--- config.mk ---
export PLATFORM = sky130hd
export DESIGN_NAME = p3fk_angle_prep
export DESIGN_NICKNAME = d
export VERILOG_FILES = /design/src/hw/rtl/p3fk_pkg.sv /design/src/hw/rtl/p3fk_angle_prep.sv
export VERILOG_INCLUDE_DIRS = /design/src /design/src/hw/rtl
export SDC_FILE = /design/constraint.sdc
export NUM_CORES = 1
export LEC_CHECK = 0
export BUFFER_PORTS_ARGS = -buffer_cell sky130_fd_sc_hd__buf_4
export CAP_MARGIN = 20
export CELL_PAD_IN_SITES_DETAIL_PLACEMENT = 1
export CELL_PAD_IN_SITES_GLOBAL_PLACEMENT = 2
export CORE_MARGIN = 3
export CORE_UTILIZATION = 25
export CTS_BUF_LIST = sky130_fd_sc_hd__clkbuf_4
export CTS_CLUSTER_DIAMETER = 150
export CTS_CLUSTER_SIZE = 20
export DETAILED_ROUTE_END_ITERATION = 7
export GPL_TIMING_DRIVEN = 0
export PLACE_DENSITY_LB_ADDON = 0.1
export SLEW_MARGIN = 20
export SYNTH_ARGS = -nofsm -noshare
export SYNTH_HDL_FRONTEND = slang
export SYNTH_SLANG_ARGS = --single-unit
--- constraint.sdc ---
create_clock -name clk -period 1.1 [get_ports clk]
set_clock_uncertainty 0.05 [all_clocks]
set_input_delay 0.22 -clock clk [delete_from_list [all_inputs] [get_ports clk]]
set_output_delay 0.22 -clock clk [all_outputs]
set_load 0.02 [all_outputs]
--- src/hw/rtl/planar_three_link_forward_kinematics_unit_macros.svh ---
// Assertion macros shared by the forward kinematics RTL.
// Included by the modules that carry concurrent checks; no other dependencies.
`ifndef PLANAR_THREE_LINK_FORWARD_KINEMATICS_UNIT_MACROS_SVH
`define PLANAR_THREE_LINK_FORWARD_KINEMATICS_UNIT_MACROS_SVH

// Same-cycle implication, disabled while reset is asserted.
`define P3FK_ASSERT_IMPLIES(label, clk, rst_n, trig, cons, msg) \
    label: assert property (@(posedge clk) disable iff (!rst_n) (trig) |-> (cons)) \
        else $error(msg);

// Delayed implication, with the delay given by argument n, disabled while reset is asserted.
`define P3FK_ASSERT_LATENCY(label, clk, rst_n, trig, n, cons, msg) \
    label: assert property (@(posedge clk) disable iff (!rst_n) (trig) |-> ##n (cons)) \
        else $error(msg);

`endif

--- src/hw/rtl/p3fk_pkg.sv ---
// Shared types and constants of the planar three-link forward kinematics unit.
// No dependencies; imported by every module of the block.
package p3fk_pkg;

    // CORDIC geometry: 30 rotations on a 32-bit turn, Q1.30 results.
    localparam int CORDIC_STEPS = 30;
    localparam int TURN_BITS    = 32;
    localparam int CORDIC_W     = 34;
    localparam int FRAC_SHIFT   = 30;
    localparam int LANES        = 3;

    typedef logic signed [CORDIC_W-1:0] p3fk_word_t;

    // Start vector length: the CORDIC gain reciprocal in Q1.30.
    localparam p3fk_word_t CORDIC_GAIN = 34'sh026DD3B6A;

    // Rotation vector and residual angle of one lane.
    typedef struct packed {
        p3fk_word_t x;
        p3fk_word_t y;
        p3fk_word_t z;
    } p3fk_rot_t;

    // Control that travels along the rotation pipeline.
    typedef struct packed {
        logic             valid;
        logic [LANES-1:0] flip;
    } p3fk_ctl_t;

    // Configuration register indexes.
    typedef enum logic [1:0] {
        REG_LINK1 = 2'd0,
        REG_LINK2 = 2'd1,
        REG_LINK3 = 2'd2
    } p3fk_reg_t;

    // Arctangent of 2^-step, in units of 2^-32 turn.
    function automatic p3fk_word_t atan_turn(input logic [4:0] step);
        p3fk_word_t a;
        case (step)
            5'd0:    a = 34'sh020000000;
            5'd1:    a = 34'sh012E4051E;
            5'd2:    a = 34'sh009FB385B;
            5'd3:    a = 34'sh0051111D4;
            5'd4:    a = 34'sh0028B0D43;
            5'd5:    a = 34'sh00145D7E1;
            5'd6:    a = 34'sh000A2F61E;
            5'd7:    a = 34'sh000517C55;
            5'd8:    a = 34'sh00028BE53;
            5'd9:    a = 34'sh000145F2F;
            5'd10:   a = 34'sh0000A2F98;
            5'd11:   a = 34'sh0000517CC;
            5'd12:   a = 34'sh000028BE6;
            5'd13:   a = 34'sh0000145F3;
            5'd14:   a = 34'sh00000A2FA;
            5'd15:   a = 34'sh00000517D;
            5'd16:   a = 34'sh0000028BE;
            5'd17:   a = 34'sh00000145F;
            5'd18:   a = 34'sh000000A30;
            5'd19:   a = 34'sh000000518;
            5'd20:   a = 34'sh00000028C;
            5'd21:   a = 34'sh000000146;
            5'd22:   a = 34'sh0000000A3;
            5'd23:   a = 34'sh000000051;
            5'd24:   a = 34'sh000000029;
            5'd25:   a = 34'sh000000014;
            5'd26:   a = 34'sh00000000A;
            5'd27:   a = 34'sh000000005;
            5'd28:   a = 34'sh000000003;
            5'd29:   a = 34'sh000000001;
            default: a = '0;
        endcase
        return a;
    endfunction

endpackage

--- src/hw/rtl/p3fk_angle_prep.sv ---
// Input stage: running joint angle sums, heading and CORDIC start vectors.
// Depends on p3fk_pkg and the shared assertion macros.
`include "planar_three_link_forward_kinematics_unit_macros.svh"

module p3fk_angle_prep
    import p3fk_pkg::*;
#(
    parameter int ANGLE_BITS = 16
)
(
    input  logic                          clk,
    input  logic                          rst_n,
    input  logic                          take,
    input  logic signed [ANGLE_BITS-1:0]  joint1_angle,
    input  logic signed [ANGLE_BITS-1:0]  joint2_angle,
    input  logic signed [ANGLE_BITS-1:0]  joint3_angle,
    output p3fk_ctl_t                     ctl_out,
    output p3fk_rot_t [LANES-1:0]         rot_out,
    output logic signed [ANGLE_BITS+1:0]  heading_out
);

    localparam int PAD_BITS = TURN_BITS - ANGLE_BITS;
    localparam int HEAD_W   = ANGLE_BITS + 2;

    logic [LANES-1:0][ANGLE_BITS-1:0] wrapped;
    logic [LANES-1:0]                 flip_next;
    p3fk_rot_t [LANES-1:0]            rot_next;
    logic signed [HEAD_W-1:0]         heading_next;

    logic                             valid_reg;
    logic [LANES-1:0]                 flip_reg;
    p3fk_rot_t [LANES-1:0]            rot_reg;
    logic signed [HEAD_W-1:0]         heading_reg;

    // Running sums wrap modulo a full turn; the heading keeps all bits.
    always_comb
    begin
        wrapped[0]   = joint1_angle;
        wrapped[1]   = joint1_angle + joint2_angle;
        wrapped[2]   = joint1_angle + joint2_angle + joint3_angle;
        heading_next = HEAD_W'(joint1_angle) + HEAD_W'(joint2_angle) + HEAD_W'(joint3_angle);
    end

    // Scale each angle to a 32-bit turn and fold the left half-plane onto the right.
    always_comb
    begin
        logic [TURN_BITS-1:0] turn;
        for (int k = 0; k < LANES; k++)
        begin
            turn                 = {wrapped[k], {PAD_BITS{1'b0}}};
            flip_next[k]         = turn[TURN_BITS-1] ^ turn[TURN_BITS-2];
            turn[TURN_BITS-1]    = turn[TURN_BITS-1] ^ flip_next[k];
            rot_next[k].x        = CORDIC_GAIN;
            rot_next[k].y        = '0;
            rot_next[k].z        = {{(CORDIC_W-TURN_BITS){turn[TURN_BITS-1]}}, turn};
        end
    end

    // Valid bit.
    always_ff @(posedge clk or negedge rst_n)
    begin
        if (!rst_n)
        begin
            valid_reg <= 1'b0;
        end
        else
        begin
            valid_reg <= take;
        end
    end

    // Payload registers.
    always_ff @(posedge clk)
    begin
        flip_reg    <= flip_next;
        rot_reg     <= rot_next;
        heading_reg <= heading_next;
    end

    assign ctl_out.valid = valid_reg;
    assign ctl_out.flip  = flip_reg;
    assign rot_out       = rot_reg;
    assign heading_out   = heading_reg;

    // After folding, every residual angle lies within a quarter turn of zero.
    `P3FK_ASSERT_IMPLIES(a_prep_half_plane, clk, rst_n, valid_reg, (rot_reg[0].z[TURN_BITS-1] == rot_reg[0].z[TURN_BITS-2]) && (rot_reg[1].z[TURN_BITS-1] == rot_reg[1].z[TURN_BITS-2]) && (rot_reg[2].z[TURN_BITS-1] == rot_reg[2].z[TURN_BITS-2]), "prep: folded angle outside the right half-plane")

endmodule

Word-level counts from Yosys, hierarchy flattened --
Cells that the tools add are included. Widths: inputs -> output; s select.
Operators by class: add/sub/neg operators 4, bitwise gates (word level) 6
Operators with widths (number):
- $add 16x16->16 | 2
- $add 17x16->18 | 1
- $add 16x16->17 | 1
- $xor 1x1->1 | 6
Storage, ports and cells: bits in registers 70, input bits 51, output and inout port bits 328, word-level logic and storage cells 16

Depth between registers and ports, before layout --
depth after elaboration 4, mapped depth 18, depth with buffers taken out 18

Least setup slack after synthesis --
Ideal clock, no wire load.
path kind in2reg, start input port joint1_angle[0], end register flip_reg[2], arrival 3419 ps, slack -2499 ps, stages 18, cells stage by stage ha_1 > inv_1 > fa_1 > nor2b_1 > o21a_1 > o21ai_1 > a211oi_1 > nor3_1 > o21bai_1 > xor2_1 > ha_1 > o21ai_0 > nand2b_1 > o311ai_0 > o31ai_1 > a211oi_4 > xnor2_1 > xnor3_1
RTL lines:
- start: declaration | RTL line p3fk_angle_prep.sv:14 | input logic signed [ANGLE_BITS-1:0] joint1_angle,
- end signal: assignment | RTL line p3fk_angle_prep.sv:75 | flip_reg <= flip_next;
- end: declaration | RTL line p3fk_angle_prep.sv:31 | logic [LANES-1:0] flip_reg;

==> reports/results.txt <==
num rows -> 55
cell breakdown of the critical path -> buf_8 > ha_4 > inv_2 > fa_2 > nor2b_1 > o21a_1 > buf_4 > buf_6 > nor2_4 > xnor2_4 > ha_4 > a21o_1 > a311o_2 > a31oi_4 > a311oi_2 > a211oi_4 > xnor2_1 > xnor3_1
Max Freq -> 315 MHz
adder-cell share of the synthesized area -> 0.171
largest family of logic cells by synthesized area -> buffers and inverters
Post-synth top flop -> dfxtp_1
CTS Buf Count -> 9
io pins -> 379
antenna violations before repair -> 2
Vias/cell -> 3.57
Core Util, Final -> 0.449
core area -> 22800 um2
CP endpoint kind -> flip-flop
first-pass detailed-route iteration total -> 4
dpl cell area -> 8360 um2
worst vdd ir -> 823 uV
Layout Cell Area excl Fill -> 10300 um2
Syn Inst Count -> 644
fraction of registers with async set/reset -> 0.0147
top cells by count, synth -> buf_4, dfxtp_1, ha_1, a21oi_1, xnor2_1
cell type with the largest total area after synthesis -> buf_4
critical path type -> input pin to flip-flop
Hold Path Class -> input pin to flip-flop
nets -> 1229
CP top delay family -> compound AO/OA/AOI/OAI gates
largest stage delay on the critical path -> 400 ps
# setup viols final -> 119
Clk pwr share -> 0.125
Slew Viols, Final -> 0
1st-iter DRT viols -> 77
post-DP HPWL -> 14.8 mm
Synth Warn # -> 0
clk slew on worst S/H paths -> 110 ps
leak pwr -> 0.00525 uW
synthesized cell area -> 5870 um2
synth top area cells -> buf_4, dfxtp_1, ha_1
hold path cells -> 3
fill count -> 2718
port bufs -> 126
number of global-route vias before repair -> 5223
total gr overflow -> 0
Sw Share -> 0.402
number of flops mapped to enable cells by yosys -> 0
Max Cap Viol -> 0
top-area cell type share of the netlist area -> 0.334
CTS Root Cell -> clkbuf_4
Netlist cell types -> 57
Largest register FFs -> 46
critical path depth -> 18
arrival time at the worst endpoint -> 3460 ps
Max clock buf depth -> 2
CP startpoint -> joint2_angle[0]
first-pass GRT wire length -> 28.1 mm
RSZ-0062 raised after global routing -> true
CTS tree -> yes
largest net degree at the start of global routing -> 13
H-tree depth -> 3
top-count cell post-synth -> buf_4
Die Height -> 159 um
fraction of synthesized area in multiplexers -> 0
synthesized flop and latch total -> 68
Syn Area/Cell -> 9.12 um2
final worst path period share -> 2.88
hold buffers post-CTS -> 20
xor-xnor portion of the synthesized cell area -> 0.0590
post-DR wirelength/cell -> 13.0 um
pwr/cell area -> 1490 nW/um2
Residual DRC -> 0
Via Count -> 5095
sequential share of the synthesized area -> 0.233
worst path required time -> 1380 ps
sw power -> 6140 uW
Starting Density -> 0.257
cell mode on critical path -> ha_4
Horiz. Die Dim -> 159 um
die area -> 25400 um2
internal power -> 9120 uW
dpl ws -> -2880 ps
Sequential Power Share -> 0.246
CP max stage cell -> a311o_2
global placement routability congestion -> 0.748
Final Hold Fails -> 0
GRT Util Overall -> 0.139
antenna-violating nets left -> 0
WL final -> 18.6 mm
layout cells sized above 1 -> 0.583
post-layout min period -> 3170 ps
Worst Setup Slack, final -> -2070 ps
synth-to-layout area growth -> 74.6%
min-delay src -> joint3_angle[2]
run status -> finished, violations left
CP Buf/Inv Count -> 4
worst-path fanout max -> 5
failing checks -> setup timing
Worst setup SP type -> input pin
Post-Synth Simple-Gate Area -> 0.0584
clk sinks -> 68
Gate power share -> 0.630
compound-cell area share of the yosys netlist -> 0.125
[per-layer routing]
metal	track usage	part of all wire	up-vias	routed length [um]
li1	-	-	2560	-
met1	0.151	0.39	2308	7190
met2	0.252	0.51	206	9490
met3	0.0565	0.087	19	1610
met4	0.0366	0.014	2	262
met5	0	0.0011	-	20
[power groups by stage]
stage | sequential (uW) | combinational, uW | clock, uW
after floorplan | 4430 | 4110 | 0
after global placement | 3470 | 7340 | 0
after detailed placement | 3490 | 7330 | 0
after CTS | 3750 | 9040 | 2000
after global routing | 3840 | 10300 | 2110
final | 3750 | 9610 | 1900
[cell usage in the layout (no fill, tap or decap), types with 15 or more instances in the layout]
cell | netlist | routed
buf_4 | 261 | 330
conb_1 | 2 | 252
buf_6 | 0 | 111
dfxtp_2 | 0 | 64
ha_1 | 50 | 31
inv_1 | 26 | 22
dlygate4sd3_1 | 0 | 20
xnor2_1 | 30 | 18
fa_1 | 19 | 16
nor2_1 | 18 | 15
[layout make-up]
cell class | count | area [um2] | area share
multi-input combinational | 536 | 4140 | 0.404
antenna | 1 | 2.50 | 0.000244
buffer | 262 | 1990 | 0.194
inverter | 27 | 101 | 0.00989
clock inverter | 7 | 91.3 | 0.00891
timing repair buffer | 205 | 2010 | 0.196
clock buffer | 9 | 67.6 | 0.00659
sequential | 68 | 1450 | 0.142
tap | 313 | 392 | 0.0382
[logic make-up after synthesis]
| logic type | Yosys count |
|---|---|
| simple gates | 68 |
| xor+xnor | 38 |
| flops | 68 |
| buf+inv | 290 |
| fa+ha+maj | 69 |
| other cells | 2 |
| compound gates | 109 |
[through the flow]
| step | cells | power, uW | setup TNS [ps] | hold WS (ps) |
|---|---|---|---|---|
| 5_1_grt | 1428 | 16300 | -53520 | 3.33 |
| 4_1_cts | 1411 | 14800 | -44940 | 17.8 |
| 3_3_place_gp | 1333 | 10800 | -59240 | -54.7 |
| 6_report | 1428 | 15300 | -46160 | 43.4 |
| 3_5_place_dp | 1333 | 10800 | -59010 | -54.0 |
| 2_1_floorplan | 894 | 8540 | -40810 | -126 |
[final timing paths]
kind                                   endpoint  slack, ps
max                         flip_reg[2]$_DFF_P_      -2070
max in group asynchronous   valid_reg$_DFF_PN0_        340
min in group asynchronous   valid_reg$_DFF_PN0_        570
min                        rot_out[222]$_DFF_P_         40
[repair_timing]
| item | CTS | global route |
|---|---|---|
| endpoints found under the setup margin | 119 | 119 |
| endpoints found under the hold margin | 20 | 1 |
| pin swaps | 58 | 50 |
| resized for setup | 245 | 47 |
| buffers inserted | 45 | 27 |
Note: power is estimated with default switching activity, not from simulation.
